`config.mk`:
```
export PLATFORM = sky130hd
export DESIGN_NAME = coupon_collector_histogram_core
export DESIGN_NICKNAME = d
export VERILOG_FILES = /design/src/hdl/cch_pkg.sv /design/src/hdl/coupon_collector_histogram_core.sv /design/src/hdl/cch_ram.sv
export SDC_FILE = /design/constraint.sdc
export NUM_CORES = 1
export LEC_CHECK = 0
export BUFFER_PORTS_ARGS = -buffer_cell sky130_fd_sc_hd__buf_2
export CAP_MARGIN = 40
export CORE_ASPECT_RATIO = 0.8
export CORE_MARGIN = 1
export CORE_UTILIZATION = 30
export CTS_CLUSTER_DIAMETER = 50
export CTS_CLUSTER_SIZE = 28
export DETAILED_ROUTE_END_ITERATION = 8
export MAX_ROUTING_LAYER = met4
export SLEW_MARGIN = 20
export SYNTH_ARGS = -nofsm -noshare
export SYNTH_HDL_FRONTEND = slang
export SYNTH_SLANG_ARGS = --single-unit
```
`constraint.sdc`:
```
create_clock -name clock -period 10.6 [get_ports clock]
set_clock_uncertainty 0.2 [all_clocks]
set_input_delay 2.12 -clock clock [delete_from_list [all_inputs] [get_ports clock]]
set_output_delay 2.12 -clock clock [all_outputs]
set_load 0.01 [all_outputs]
```
`src/hdl/cch_pkg.sv`:
```
// Shared types, constants and helper functions of the coupon collector histogram core.
`timescale 1ns / 1ps

package cch_pkg;

   localparam int CCH_MAX_CATEGORIES = 10;
   localparam int CCH_COUNT_WIDTH    = 16;

   localparam int CAT_W          = 4;
   localparam int VALUE_W        = 4;
   localparam int DRAW_W         = 8;
   localparam int TRIAL_W        = 16;
   localparam int VWIDTH_W       = 3;
   localparam int MIN_CATEGORIES = 3;
   localparam int VALUE_STEPS    = 5;
   localparam int CSR_INDEX_W    = 1;
   localparam int CSR_DATA_W     = 16;

   localparam logic [CAT_W-1:0]   NUM_CATEGORIES_RESET = 4'd5;
   localparam logic [TRIAL_W-1:0] MAX_TRIALS_RESET     = 16'd10000;

   typedef enum logic [CSR_INDEX_W-1:0] {
      CSR_NUM_CATEGORIES = 1'b0,
      CSR_MAX_TRIALS     = 1'b1
   } csr_index_type;

   typedef enum logic [2:0] {
      ST_IDLE,
      ST_READ,
      ST_LOAD,
      ST_SHIFT,
      ST_WRITE,
      ST_EMIT
   } state_type;

   // smallest b >= 1 with 2^b >= d
   function automatic logic [VWIDTH_W-1:0] value_width(input logic [CAT_W-1:0] d);
      logic [VWIDTH_W-1:0] b;
      b = 3'd1;
      for (int i = 1; i < VALUE_W; i++) begin
         if ((5'd1 << b) < {1'b0, d}) begin
            b = b + 3'd1;
         end
      end
      return b;
   endfunction

   // value mod d for a 4-bit value and d >= 3: at most five subtractions
   function automatic logic [CAT_W-1:0] category_of(input logic [VALUE_W-1:0] value,
                                                    input logic [CAT_W-1:0] d);
      logic [VALUE_W-1:0] r;
      r = value;
      for (int i = 0; i < VALUE_STEPS; i++) begin
         if (r >= d) begin
            r = r - d;
         end
      end
      return r;
   endfunction

endpackage

```
`src/hdl/coupon_collector_histogram_core.sv`:
```
// Top level of the coupon collector histogram core: bit packing, coupon tracking, histogram.
//
//   channel  direction  handshake            payload
//   req_     in         req_valid/req_stall  req_bit_value, req_last_bit
//   rsp_     out        rsp_valid/rsp_stall  trial_complete, bin_index, draw_count,
//                                            bin_total, trials_done, limit_reached, stream_end
//   csr_     in         csr_write            csr_index, csr_data
//
// A bit that ends no trial stays in ST_IDLE; a last bit without one also passes ST_EMIT.
// A completed trial passes ST_READ, ST_LOAD, ST_SHIFT, ST_WRITE and ST_EMIT: the bin count
// and trial counter step one bit per cycle in shift registers, with a RAM read and a write.
// Reset is synchronous; histogram bins are tracked by valid flags, so no clearing pass.
// A waiting response does not hold off bits that produce none; a new response waits for it.
`timescale 1ns / 1ps

module coupon_collector_histogram_core
   import cch_pkg::*;
#(
   parameter int MAX_CATEGORIES = CCH_MAX_CATEGORIES,
   parameter int COUNT_WIDTH    = CCH_COUNT_WIDTH,
   localparam int NUM_BINS      = 2 * MAX_CATEGORIES + 1,
   localparam int BIN_W         = $clog2(NUM_BINS)
) (
   input  logic                     clock,
   input  logic                     reset,
   input  logic                     req_valid,
   output logic                     req_stall,
   input  logic                     req_bit_value,
   input  logic                     req_last_bit,
   output logic                     rsp_valid,
   input  logic                     rsp_stall,
   output logic                     rsp_trial_complete,
   output logic [BIN_W-1:0]         rsp_bin_index,
   output logic [DRAW_W-1:0]        rsp_draw_count,
   output logic [COUNT_WIDTH-1:0]   rsp_bin_total,
   output logic [TRIAL_W-1:0]       rsp_trials_done,
   output logic                     rsp_limit_reached,
   output logic                     rsp_stream_end,
   input  logic                     csr_write,
   input  logic [CSR_INDEX_W-1:0]   csr_index,
   input  logic [CSR_DATA_W-1:0]    csr_data
);

   localparam int VW      = $clog2(MAX_CATEGORIES);
   localparam int POS_W   = $clog2(VW);
   localparam int SER_LEN = (COUNT_WIDTH > TRIAL_W) ? COUNT_WIDTH : TRIAL_W;
   localparam int CNT_W   = $clog2(SER_LEN);

   // control state
   state_type               state_ff, state_in;
   logic [CAT_W-1:0]        num_cat_ff, num_cat_in;
   logic [TRIAL_W-1:0]      max_trials_ff, max_trials_in;
   logic [VW-1:0]           value_ff, value_in;
   logic [POS_W-1:0]        pos_ff, pos_in;
   logic [MAX_CATEGORIES-1:0] seen_ff, seen_in;
   logic [DRAW_W-1:0]       draws_ff, draws_in;
   logic [TRIAL_W-1:0]      completed_ff, completed_in;
   logic [NUM_BINS-1:0]     hist_valid_ff, hist_valid_in;
   logic [CNT_W-1:0]        cnt_ff, cnt_in;
   logic                    rsp_valid_ff, rsp_valid_in;

   // payload
   logic [BIN_W-1:0]        bin_ff, bin_in;
   logic [DRAW_W-1:0]       dcount_ff, dcount_in;
   logic [COUNT_WIDTH-1:0]  bin_sh_ff, bin_sh_in;
   logic                    bin_c_ff, bin_c_in;
   logic                    trial_c_ff, trial_c_in;
   logic                    done_ff, done_in;
   logic                    last_ff, last_in;
   logic                    out_complete_ff, out_complete_in;
   logic [BIN_W-1:0]        out_bin_ff, out_bin_in;
   logic [DRAW_W-1:0]       out_draws_ff, out_draws_in;
   logic [COUNT_WIDTH-1:0]  out_total_ff, out_total_in;
   logic [TRIAL_W-1:0]      out_trials_ff, out_trials_in;
   logic                    out_limit_ff, out_limit_in;
   logic                    out_end_ff, out_end_in;

   // datapath of one accepted bit
   logic [CAT_W-1:0]          d;
   logic                      limit;
   logic [VW-1:0]             value_shift;
   logic [POS_W:0]            pos_inc;
   logic                      value_done;
   logic [CAT_W-1:0]          cat;
   logic [MAX_CATEGORIES-1:0] seen_new;
   logic                      set_full;
   logic [DRAW_W-1:0]         draws_sat;
   logic [DRAW_W-1:0]         diff;
   logic [DRAW_W-1:0]         bin_lim;
   logic [DRAW_W-1:0]         bin8;
   logic                      trial_done;

   logic                    ram_wr_en;
   logic [COUNT_WIDTH-1:0]  ram_wr_data;
   logic [COUNT_WIDTH-1:0]  ram_rd_data;

   cch_ram #(
      .WIDTH (COUNT_WIDTH),
      .DEPTH (NUM_BINS)
   ) u_hist (
      .clock   (clock),
      .wr_en   (ram_wr_en),
      .wr_addr (bin_ff),
      .wr_data (ram_wr_data),
      .rd_addr (bin_ff),
      .rd_data (ram_rd_data)
   );

   always_comb begin
      if (num_cat_ff < CAT_W'(MIN_CATEGORIES)) begin
         d = CAT_W'(MIN_CATEGORIES);
      end else if ({1'b0, num_cat_ff} > (CAT_W+1)'(MAX_CATEGORIES)) begin
         d = CAT_W'(MAX_CATEGORIES);
      end else begin
         d = num_cat_ff;
      end
   end

   assign limit       = completed_ff >= max_trials_ff;
   assign value_shift = {value_ff[VW-2:0], req_bit_value};
   assign pos_inc     = {1'b0, pos_ff} + 1'b1;
   assign value_done  = VWIDTH_W'(pos_inc) >= value_width(d);
   assign cat         = category_of(VALUE_W'(value_shift), d);
   assign draws_sat   = (draws_ff == '1) ? draws_ff : draws_ff + 1'b1;

   always_comb begin
      set_full = 1'b1;
      for (int i = 0; i < MAX_CATEGORIES; i++) begin
         seen_new[i] = seen_ff[i] | (cat == CAT_W'(i));
         if (!seen_new[i] && ((CAT_W+1)'(i) < {1'b0, d})) begin
            set_full = 1'b0;
         end
      end
   end

   // bin = draws - d, clamped to 0..2d
   assign diff       = (draws_sat >= DRAW_W'(d)) ? draws_sat - DRAW_W'(d) : '0;
   assign bin_lim    = DRAW_W'({d, 1'b0});
   assign bin8       = (diff > bin_lim) ? bin_lim : diff;
   assign trial_done = !limit && value_done && set_full;

   always_comb begin
      state_in        = state_ff;
      num_cat_in      = num_cat_ff;
      max_trials_in   = max_trials_ff;
      value_in        = value_ff;
      pos_in          = pos_ff;
      seen_in         = seen_ff;
      draws_in        = draws_ff;
      completed_in    = completed_ff;
      hist_valid_in   = hist_valid_ff;
      cnt_in          = cnt_ff;
      rsp_valid_in    = rsp_valid_ff;
      bin_in          = bin_ff;
      dcount_in       = dcount_ff;
      bin_sh_in       = bin_sh_ff;
      bin_c_in        = bin_c_ff;
      trial_c_in      = trial_c_ff;
      done_in         = done_ff;
      last_in         = last_ff;
      out_complete_in = out_complete_ff;
      out_bin_in      = out_bin_ff;
      out_draws_in    = out_draws_ff;
      out_total_in    = out_total_ff;
      out_trials_in   = out_trials_ff;
      out_limit_in    = out_limit_ff;
      out_end_in      = out_end_ff;
      ram_wr_en       = 1'b0;
      ram_wr_data     = bin_sh_ff;

      if (csr_write) begin
         case (csr_index)
            CSR_NUM_CATEGORIES: num_cat_in = csr_data[CAT_W-1:0];
            CSR_MAX_TRIALS:     max_trials_in = csr_data[TRIAL_W-1:0];
            default: ;
         endcase
      end

      if (rsp_valid_ff && !rsp_stall) begin
         rsp_valid_in = 1'b0;
      end

      case (state_ff)
         ST_IDLE: begin
            if (req_valid) begin
               if (!limit) begin
                  value_in = value_shift;
                  pos_in   = pos_inc[POS_W-1:0];
                  if (value_done) begin
                     value_in = '0;
                     pos_in   = '0;
                     draws_in = draws_sat;
                     seen_in  = seen_new;
                     if (set_full) begin
                        seen_in   = '0;
                        draws_in  = '0;
                        bin_in    = BIN_W'(bin8);
                        dcount_in = draws_sat;
                     end
                  end
               end
               done_in = trial_done;
               last_in = req_last_bit;
               if (trial_done) begin
                  state_in = ST_READ;
               end else if (req_last_bit) begin
                  state_in = ST_EMIT;
               end
            end
         end
         ST_READ: begin
            state_in = ST_LOAD;
         end
         ST_LOAD: begin
            bin_sh_in  = hist_valid_ff[bin_ff] ? ram_rd_data : '0;
            bin_c_in   = 1'b1;
            trial_c_in = 1'b1;
            cnt_in     = '0;
            state_in   = ST_SHIFT;
         end
         ST_SHIFT: begin
            // serial increment, LSB first; the carry left over marks saturation
            if ({1'b0, cnt_ff} < (CNT_W+1)'(COUNT_WIDTH)) begin
               bin_sh_in = {bin_sh_ff[0] ^ bin_c_ff, bin_sh_ff[COUNT_WIDTH-1:1]};
               bin_c_in  = bin_sh_ff[0] & bin_c_ff;
            end
            if ({1'b0, cnt_ff} < (CNT_W+1)'(TRIAL_W)) begin
               completed_in = {completed_ff[0] ^ trial_c_ff, completed_ff[TRIAL_W-1:1]};
               trial_c_in   = completed_ff[0] & trial_c_ff;
            end
            cnt_in = cnt_ff + 1'b1;
            if (cnt_ff == CNT_W'(SER_LEN - 1)) begin
               state_in = ST_WRITE;
            end
         end
         ST_WRITE: begin
            bin_sh_in             = bin_c_ff ? '1 : bin_sh_ff;
            completed_in          = trial_c_ff ? '1 : completed_ff;
            ram_wr_en             = 1'b1;
            ram_wr_data           = bin_sh_in;
            hist_valid_in[bin_ff] = 1'b1;
            state_in              = ST_EMIT;
         end
         ST_EMIT: begin
            if (!rsp_valid_ff || !rsp_stall) begin
               rsp_valid_in    = 1'b1;
               out_complete_in = done_ff;
               out_bin_in      = done_ff ? bin_ff : '0;
               out_draws_in    = done_ff ? dcount_ff : '0;
               out_total_in    = done_ff ? bin_sh_ff : '0;
               out_trials_in   = completed_ff;
               out_limit_in    = limit;
               out_end_in      = last_ff;
               if (last_ff) begin
                  value_in      = '0;
                  pos_in        = '0;
                  seen_in       = '0;
                  draws_in      = '0;
                  completed_in  = '0;
                  hist_valid_in = '0;
               end
               state_in = ST_IDLE;
            end
         end
         default: begin
            state_in = ST_IDLE;
         end
      endcase
   end

   always_ff @(posedge clock) begin
      if (reset) begin
         state_ff      <= ST_IDLE;
         num_cat_ff    <= NUM_CATEGORIES_RESET;
         max_trials_ff <= MAX_TRIALS_RESET;
         value_ff      <= '0;
         pos_ff        <= '0;
         seen_ff       <= '0;
         draws_ff      <= '0;
         completed_ff  <= '0;
         hist_valid_ff <= '0;
         cnt_ff        <= '0;
         rsp_valid_ff  <= 1'b0;
      end else begin
         state_ff      <= state_in;
         num_cat_ff    <= num_cat_in;
         max_trials_ff <= max_trials_in;
         value_ff      <= value_in;
         pos_ff        <= pos_in;
         seen_ff       <= seen_in;
         draws_ff      <= draws_in;
         completed_ff  <= completed_in;
         hist_valid_ff <= hist_valid_in;
         cnt_ff        <= cnt_in;
         rsp_valid_ff  <= rsp_valid_in;
      end
   end

   always_ff @(posedge clock) begin
      bin_ff          <= bin_in;
      dcount_ff       <= dcount_in;
      bin_sh_ff       <= bin_sh_in;
      bin_c_ff        <= bin_c_in;
      trial_c_ff      <= trial_c_in;
      done_ff         <= done_in;
      last_ff         <= last_in;
      out_complete_ff <= out_complete_in;
      out_bin_ff      <= out_bin_in;
      out_draws_ff    <= out_draws_in;
      out_total_ff    <= out_total_in;
      out_trials_ff   <= out_trials_in;
      out_limit_ff    <= out_limit_in;
      out_end_ff      <= out_end_in;
   end

   assign req_stall          = (state_ff != ST_IDLE);
   assign rsp_valid          = rsp_valid_ff;
   assign rsp_trial_complete = out_complete_ff;
   assign rsp_bin_index      = out_bin_ff;
   assign rsp_draw_count     = out_draws_ff;
   assign rsp_bin_total      = out_total_ff;
   assign rsp_trials_done    = out_trials_ff;
   assign rsp_limit_reached  = out_limit_ff;
   assign rsp_stream_end     = out_end_ff;

endmodule

```
`src/hdl/cch_ram.sv`:
```
// Generic single-write, single-read RAM with registered read data.
`timescale 1ns / 1ps

module cch_ram #(
   parameter int WIDTH = 16,
   parameter int DEPTH = 21
) (
   input  logic                     clock,
   input  logic                     wr_en,
   input  logic [$clog2(DEPTH)-1:0] wr_addr,
   input  logic [WIDTH-1:0]         wr_data,
   input  logic [$clog2(DEPTH)-1:0] rd_addr,
   output logic [WIDTH-1:0]         rd_data
);

   logic [WIDTH-1:0] mem_ff [DEPTH];
   logic [WIDTH-1:0] rd_data_ff;

   always_ff @(posedge clock) begin
      if (wr_en) begin
         mem_ff[wr_addr] <= wr_data;
      end
      rd_data_ff <= mem_ff[rd_addr];
   end

   assign rd_data = rd_data_ff;

endmodule

```
# == After elaboration in Yosys (flattened, before gate mapping) ==
# Memories as Yosys holds them, arrays and structs flattened. A register that Yosys moved wholly into a read port is not among the register bits.
# Cells that the tools add are included.
# word_totals
ff_bits,169
latch_bits,0
ramBits,336
romBits,0
in_bits,24
out_inout_bits,50
elab_cells,231
n_memories,1
# mem_list
name,depth,width,read_ports,rd_ports_with_merged_regs,write_ports,line_no,rtl
u_hist.mem_ff,21,16,1,1,1,cch_ram.sv:16,logic [WIDTH-1:0] mem_ff [DEPTH];
# classes
n_addsub,11
multipliers,0
n_div,0
magnitude_cmp,25
n_eq_ne,24
n_shift,2
mux,79
n_bitwise,17
n_reduce_logical,46
# op_table
operator,n
$mux W16,6
$pmux W16 S3,2
$mux W8,8
$mux W10,6
$mux W21,2
$pmux W21 S2,1
$mux W3,12
$mux W4,7
$or A21 B21 Y21,1
$ge A4 B4 Y1,5
$pmux W10 S2,1
$sub A4 B4 Y4,5
$mux W1,18
$pmux W3 S6,1
$eq A4 B3 Y1 const B,4
$ge A16 B16 Y1,1
$lt A3 B4 Y1 const A,4
$pmux W8 S2,1
$logic_and A1 B1 Y1,14
$ne A2 B2 Y1 const B,7
$logic_not A1 Y1,13
$eq A4 B4 Y1 const B,3
$mux W2,6
$lt A5 B4 Y1,2
44 further kinds,74

# == Longest topological paths before layout ==
# Gate-level depths: netlist of the first run.
# depth
ltp_word,32
mapped_depth,44
mapped_depth_nobuf,44

# == Cells and area by module ==
# Synthesis of the first run repeated with hierarchy kept, for this count alone.
# unflattened
cells_unflattened,1755
hier_area_um2,22831.9
# by_module_without_submodules
module,n_inst,cells_each,area_per_inst_um2,seq_area_each_um2
cch_ram,1,737,13509.2,10410.0
coupon_collector_histogram_core,1,1018,9322.7,4194.0

# == Least setup slack after synthesis of the first run ==
# Ideal clock, no wire load.
# synth_timing
path_kind,input -> register
startpoint,input req_bit_value
endpoint,"register bin_ff[0], enable pin"
setup_time_ns,0.382
arrival_time_ns,10.306
t_required_ns,10.018
path_slack_ns,-0.288
path_stages,38
n_path_buf,0
cell_sequence,inv_1 -> ha_1 -> inv_1 -> fa_1 -> nor2_1 -> o21ai_0 -> a32o_1 -> ha_1 -> fa_1 -> a21boi_1 -> o21ai_1 -> nor2_1 -> a21oi_1 -> inv_1 -> fa_1 -> a21boi_0 -> o21a_1 -> o221ai_1 -> [2 not listed] -> fa_1 -> a21boi_1 -> o21ai_1 -> nand2_1 -> o21ai_0 -> ha_1 -> inv_1 -> fa_1 -> a21oi_1 -> o21ai_2 -> or2_2 -> a2111o_1 -> a211oi_4 -> nand3b_1 -> a32o_1 -> a211o_1 -> or3_4 -> nor2_1
# synth_between
elab_chain_cells,25
elab_cells_between_ends,66
classes_between,add/sub (5); order compare (5); eq/ne (9); mux (15); bitwise (10); reduce/logical (22)
# synth_lines
item,line_no,rtl
start: declaration,coupon_collector_histogram_core.sv:28,"input logic req_bit_value,"
$sub A4 B4 Y4 or $ge A4 B4 Y1 (tied branches),"cch_pkg.sv:55, cch_pkg.sv:54",
$mux W4 *,cch_pkg.sv:54,if (r >= d) begin
$sub A4 B4 Y4 or $ge A4 B4 Y1 (tied branches),"cch_pkg.sv:55, cch_pkg.sv:54",
$mux W4 *,cch_pkg.sv:54,
$sub A4 B4 Y4 or $ge A4 B4 Y1 (tied branches),"cch_pkg.sv:55, cch_pkg.sv:54",
$mux W4 *,cch_pkg.sv:54,
$sub A4 B4 Y4 or $ge A4 B4 Y1 (tied branches),"cch_pkg.sv:55, cch_pkg.sv:54",
$mux W4 *,cch_pkg.sv:54,
$sub A4 B4 Y4 or $ge A4 B4 Y1 (tied branches),"cch_pkg.sv:55, cch_pkg.sv:54",
$mux W4 *,cch_pkg.sv:54,
$logic_not A4 Y1,coupon_collector_histogram_core.sv:129,seen_new[i] = seen_ff[i] | (cat == CAT_W'(i));
$or A1 B1 Y1,coupon_collector_histogram_core.sv:129,
$logic_not A1 Y1,coupon_collector_histogram_core.sv:130,"if (!seen_new[i] && ((CAT_W+1)'(i) < {1'b0, d})) begin"
$logic_and A1 B1 Y1,coupon_collector_histogram_core.sv:130,
$mux W1 (9 in a row),coupon_collector_histogram_core.sv:130,
$mux W1 *,coupon_collector_histogram_core.sv:130,
$reduce_and A5 Y1 (no source line) *,-,
end signal: assignment,coupon_collector_histogram_core.sv:300,bin_ff <= bin_in;
end: declaration,coupon_collector_histogram_core.sv:63,"logic [BIN_W-1:0] bin_ff, bin_in;"
# Every way passes the cells marked *; elsewhere a longest branch is shown, timed or not.
# A chain may end at the register's enable or synchronous reset.

# == Worst setup path in the final report of the first run ==
# layout_timing
startpoint,input req_bit_value
endpoint,"register dcount_ff[4], enable pin"
# layout_between
elab_chain_cells,25
elab_cells_between_ends,66
classes_between,add/sub (5); order compare (5); eq/ne (9); mux (15); bitwise (10); reduce/logical (22)
# layout_lines
item,line_no,rtl
$sub A4 B4 Y4 or $ge A4 B4 Y1 (tied branches),"cch_pkg.sv:55, cch_pkg.sv:54",
$mux W4 *,cch_pkg.sv:54,
$sub A4 B4 Y4 or $ge A4 B4 Y1 (tied branches),"cch_pkg.sv:55, cch_pkg.sv:54",
$mux W4 *,cch_pkg.sv:54,
$sub A4 B4 Y4 or $ge A4 B4 Y1 (tied branches),"cch_pkg.sv:55, cch_pkg.sv:54",
$mux W4 *,cch_pkg.sv:54,
$sub A4 B4 Y4 or $ge A4 B4 Y1 (tied branches),"cch_pkg.sv:55, cch_pkg.sv:54",
$mux W4 *,cch_pkg.sv:54,
$sub A4 B4 Y4 or $ge A4 B4 Y1 (tied branches),"cch_pkg.sv:55, cch_pkg.sv:54",
$mux W4 *,cch_pkg.sv:54,
$logic_not A4 Y1,coupon_collector_histogram_core.sv:129,
$or A1 B1 Y1,coupon_collector_histogram_core.sv:129,
$logic_not A1 Y1,coupon_collector_histogram_core.sv:130,
$logic_and A1 B1 Y1,coupon_collector_histogram_core.sv:130,
$mux W1 (9 in a row),coupon_collector_histogram_core.sv:130,
$mux W1 *,coupon_collector_histogram_core.sv:130,
$reduce_and A5 Y1 (no source line) *,-,
end signal: assignment,coupon_collector_histogram_core.sv:301,dcount_ff <= dcount_in;
end: declaration,coupon_collector_histogram_core.sv:64,"logic [DRAW_W-1:0] dcount_ff, dcount_in;"
# Marks and branches as above.

==> results of run 1 <==
## sequential cells by signal, summed over array words and instances, names as in the netlist, 10 cells and up
name             cells
rsp_bin_total       16
max_trials_ff       16
seen_ff             10
rsp_trials_done     16
hist_valid_ff       21
completed_ff        16
u_hist.mem_ff      336
bin_sh_ff           16
u_hist.rd_data      16
## cell usage in the layout (no fill, tap or decap), drive strengths merged, types with 29 or more instances in the layout
| cell | Yosys | routed |
|---|---|---|
| and2 | 37 | 37 |
| nor3 | 36 | 36 |
| dfxtp | 104 | 104 |
| buf | 12 | 139 |
| nor2 | 147 | 147 |
| o21ai | 41 | 41 |
| ha | 59 | 59 |
| edfxtp | 417 | 417 |
| mux4 | 101 | 101 |
| clkbuf | 55 | 49 |
| a21oi | 96 | 96 |
| inv | 53 | 74 |
| mux2i | 29 | 29 |
| nand2 | 112 | 112 |
## what timing repair did
action | 4_1_cts | 5_1_grt
endpoints found under the hold margin | 0 | 0
endpoints found under the setup margin | 0 | 34
gates resized for setup | 0 | 12
buffers inserted | 0 | 1
## worst max-delay path, delay by kind of cell
family | cells | cell delay (ps)
AO/OA/AOI/OAI | 14 | 3130
adder cells (fa/ha/maj) | 8 | 2380
AND/OR/NAND/NOR | 11 | 1990
buffers and inverters | 6 | 650
## path summary, 6_finish.rpt
path | depth (start not counted) | start | end
setup / recovery | 39 | req_bit_value | dcount_ff[4]
hold / removal | 2 | max_trials_ff[12] | max_trials_ff[12]
setup reg to reg | 42 | num_cat_ff[2] | dcount_ff[4]
hold reg to reg | 2 | max_trials_ff[12] | max_trials_ff[12]
## area by class of cell
class | count | area [µm²] | share of cell area, %
diodes | 1 | 2.50 | 0.00965
clock buffers | 49 | 1200 | 4.65
clock inverters | 39 | 487 | 1.88
inverters | 53 | 199 | 0.767
multi-input cells | 897 | 7250 | 28.0
flip-flops and latches | 521 | 14600 | 56.3
well taps | 945 | 1180 | 4.56
repair buffers | 139 | 990 | 3.82
## kinds of logic after synthesis
logic type / after synthesis / share of synthesized area [%]
buffers and inverters: 120 / 2.04
adder cells (fa/ha/maj): 65 / 3.86
multiplexers: 135 / 11.8
XOR/XNOR: 16 / 0.630
AND/OR/NAND/NOR: 455 / 9.61
flip-flops: 521 / 65.7
other: 2 / 0.0338
AO/OA/AOI/OAI: 223 / 6.37
## per-layer routing
| layer | routed length [µm] | share of wire, % | vias to the layer above | track usage, % |
|---|---|---|---|---|
| met5 | 0 | 0 | - | - |
| li1 | - | - | 6067 | - |
| met2 | 23000 | 46 | 355 | 20.9 |
| met1 | 23500 | 47 | 6731 | 19.0 |
| met4 | 908 | 1.8 | 0 | 3.29 |
| met3 | 3010 | 6.0 | 71 | 2.64 |
## through the flow
| stage | instance area [µm²] | TNS, ps | hold slack, ps | setup slack (ps) |
|---|---|---|---|---|
| after floorplan | 22300 | 0 | 229 | 78.3 |
| final | 25900 | 0 | 256 | 436 |
| after global routing | 25900 | 0 | 278 | 5.40 |
| after global placement | 23900 | 0 | 242 | 24.5 |
| after CTS | 25800 | 0 | 258 | 186 |
| after detailed placement | 24100 | -9940 | 248 | -426 |
## power by group
| part | switching [µW] | internal [µW] |
|---|---|---|
| Sequential | 121 | 2620 |
| Combinational | 1860 | 1190 |
| Clock | 867 | 964 |
==> metrics, run 1 <==
CTS max path bufs 3; Final HPWL DP 32400 µm; Max Fclk 98.4 MHz; Design Power 7620 µW; number of synthesized flops with an enable pin 417; core box area ~0.073 mm²; Max Cap Viol 0; dominant cell by count in the synthesized netlist edfxtp_1; startpoint types input pin; area leader, netlist edfxtp_1; Yosys warning total 0; Port Buf Inserts 73; clk sinks about 520; die area between 0.07 and 0.08 mm²; vias in the first global route 13100; total gr overflow 0; CP arrival 10270 ps; Initial Utilization between 30 and 40%; unique cell type count in the Yosys netlist 66; DRC Markers 0; initial antenna violation count 0; drt pass-1 iters 6; syn_area_per_cell 14.5 µm²; required time of the critical path 10710 ps; CP Class in -> reg; Iter 0 DRT Violations ~1100; leakage power 0.00909 µW; Final Hold Viols 0; Worst setup EP type register; layout cells sized above 1 22.4%; total global-route track usage 13.8%; die width 306 µm; TritonCTS clock tree done; Layout Nets roughly 1700; # IOs 74; routability congestion estimate from global placement around 0.81; Fill cells around 6900; first-pass GRT wire length 77800 µm; number of synthesized register bits 521; slew margin rel. 42.8%; CTS root buf clkbuf_16; Slowest Stage Delay on Critical Path 400 ps; Synth Flop Type edfxtp_1; Area growth, synth to finish 16.5%; sequential area share after synthesis 65.7%; DR WL/cell 19.1 µm; most used cell, CP ha_1; min Tclk post-route 10160 ps; R2R setup slack 850 ps; CTS buffer count 47; synthesized area 0.0222 mm²; Final Cycle Share a little over nine tenths; peak supply drop 437 µV; RSZ-0062 raised after global routing no; final setup violating endpoints 0; status finished clean; critical-path maximum fanout 13; vias per cell 5.00; Synth top area share 56.3%; Clock transition at path regs 70 ps; die height 246 µm; Synth area leaders edfxtp_1 56%, mux4_2 10%, dfxtp_1 9.4%; cells after synthesis 1537; placed insts 2551; Via Count 13200; slowest CP cell fa_1; Final Util about 36%; clock latency on the worst-skew pair 600 ps; Antenna Nets Post-Route 0; most frequent cells after synthesis 417 x edfxtp_1, 147 x nor2_1, 112 x nand2_1; cell row count 88; non-filler cells, final about 2600; worst-margin pin slew 855 ps; Hold Crit Class reg -> reg; PD cells 294 mW/mm²; asr flop ratio synth 0%; DRT Wirelength 50500 µm; Slew Limit Fails 0; largest net degree at the start of global routing a little under 50; hold_buf cts 0; H-tree Lvls 2
(Power assumes the default switching activity.)
==> run 2, diff against run 1 <==
Settings changed: CORE_UTILIZATION 30 to 37.
==> metrics, run 2 (same netlist as run 1, synthesis figures left out) <==
max reg flops about 340; min Tclk post-route 10160 ps; R2R setup slack 990 ps; CP Class in -> reg; Largest regs u_hist.mem_ff: 336 flops, hist_valid_ff: 21 flops; Layout Nets 1740; vias per cell ~5.3; Iter 0 DRT Violations ~1100; Comb power frac 39.9%; post-CTS setup buffers 0; Largest Register u_hist.mem_ff; H-tree Lvls 2; DRC Markers 0; final setup violating endpoints 0; CTS max path bufs 3; Area growth, synth to finish 14.8%; cell row count 79; die area 0.0611 mm²; required time of the critical path 10670 ps; reg2reg start num_cat_ff[0]; die height 221 µm; Slew Limit Fails 0; Hold Crit Depth 2; Port Buf Inserts 73; routability congestion estimate from global placement about 0.84; Clk pwr share 23.1%; NetSw between 2000 and 3000 µW; core box area 0.0588 mm²; commonest non-fill, non-tap cell in the layout edfxtp_1; Slowest Stage Delay on Critical Path 420 ps; DRT Wirelength 49500 µm; Antenna Nets Post-Route 0; critical-path maximum fanout 13; status finished clean; Initial Utilization 37.8%; DR WL/cell between 20 and 25 µm; CTS root buf clkbuf_16; Reg power frac 37.0%; worst hold margin 258 ps; drt pass-1 iters 5; switch share 37.2%; Worst setup EP type register; Final Hold Viols 0; TritonCTS clock tree done; Hold Crit Class reg -> reg; Max Cap Viol 0; layout cells sized above 1 a little over a fifth; Antenna Cells 0; startpoint types input pin; setup TNS 0 ps; Min-Delay Endpoint max_trials_ff[7]; clk sinks between 500 and 600; total global-route track usage 16.8%; Max Fclk 98.4 MHz; hold_sp max_trials_ff[7]; Via Count ~13000; initial antenna violation count 0; # IOs 74; leakage power ~0.009 µW; clock latency on the worst-skew pair approximately 590 ps; total gr overflow 0; slowest CP cell fa_1; Reg-to-Reg End dcount_ff[0]; slew margin rel. 46.8%; CTS buffer count 45; first-pass GRT wire length 77300 µm; largest net degree at the start of global routing 52; worst-margin pin slew around 800 ps; commonest cells after routing, fill and taps aside 417 x edfxtp_1, 142 x nor2_1, 112 x nand2_1; die width about 280 µm; Final HPWL DP 31300 µm; Internal roughly 4700 µW; PD cells 290 mW/mm²; CP arrival 10230 ps; Worst R2R Path Depth 45; peak supply drop 529 µV; vias in the first global route 13100; Final Cycle Share around 96%; Clock transition at path regs 70 ps; RSZ-0062 raised after global routing no
-- run 2: layer usage --
layer	share of wire [%]	global-route usage, %
met1	47	23.8
met2	45	25.4
met3	5.8	2.52
met4	1.9	4.52
met5	0	-
-- run 2: what timing repair did --
item                                   4_1_cts  5_1_grt
setup endpoints to repair                    0       33
endpoints found under the hold margin        0        0
resized for setup                            0       12
hold buffers                                 0        0
-- run 2: area by class of cell --
cell class / count / area, µm²
Clock buffer: 50 / 1170
Clock inverter: 33 / 393
Fill cell: 5202 / 33300
Inverter: 53 / 199
Multi-Input combinational cell: 897 / 7260
Sequential cell: 521 / 14600
Tap cell: 769 / 962
Timing Repair Buffer: 133 / 943
-- run 2: worst max path at each step --
stage,from,endpoint,slack [ps]
floorplan,req_bit_value,bin_ff[0],80
global placement,req_bit_value,dcount_ff[5],20
detailed placement,req_bit_value,dcount_ff[7],-300
CTS,req_bit_value,dcount_ff[3],260
global route,req_bit_value,dcount_ff[3],20
finish,req_bit_value,dcount_ff[0],440
-- run 2: power by group through the flow --
stage	sequential (µW)	clock (µW)	combinational [µW]
2_1_floorplan	2740	0	2000
3_3_place_gp	2780	0	2780
3_5_place_dp	2780	0	2900
4_1_cts	2740	1750	2920
5_1_grt	2760	1830	3300
6_report	2740	1710	2960
-- run 2: critical path: cells and delay by family --
| family | cells | cell delay, ps |
|---|---|---|
| AO/OA/AOI/OAI | 17 | 3200 |
| adder cells (fa/ha/maj) | 8 | 2460 |
| AND/OR/NAND/NOR | 9 | 1560 |
| buffers and inverters | 7 | 700 |
| XOR/XNOR | 1 | 160 |
-- run 2: metrics by stage --
stage	setup slack, ps	cells	area [µm²]	util [%]	total power, µW
4_1_cts	261	2456	25500	43.3	7410
2_1_floorplan	78.3	1538	22300	-	4740
6_report	440	2456	25500	43.4	7400
5_1_grt	16.8	2456	25500	43.4	7880
3_5_place_dp	-296	2373	23900	40.7	5690
3_3_place_gp	19.7	2359	23700	40.3	5560
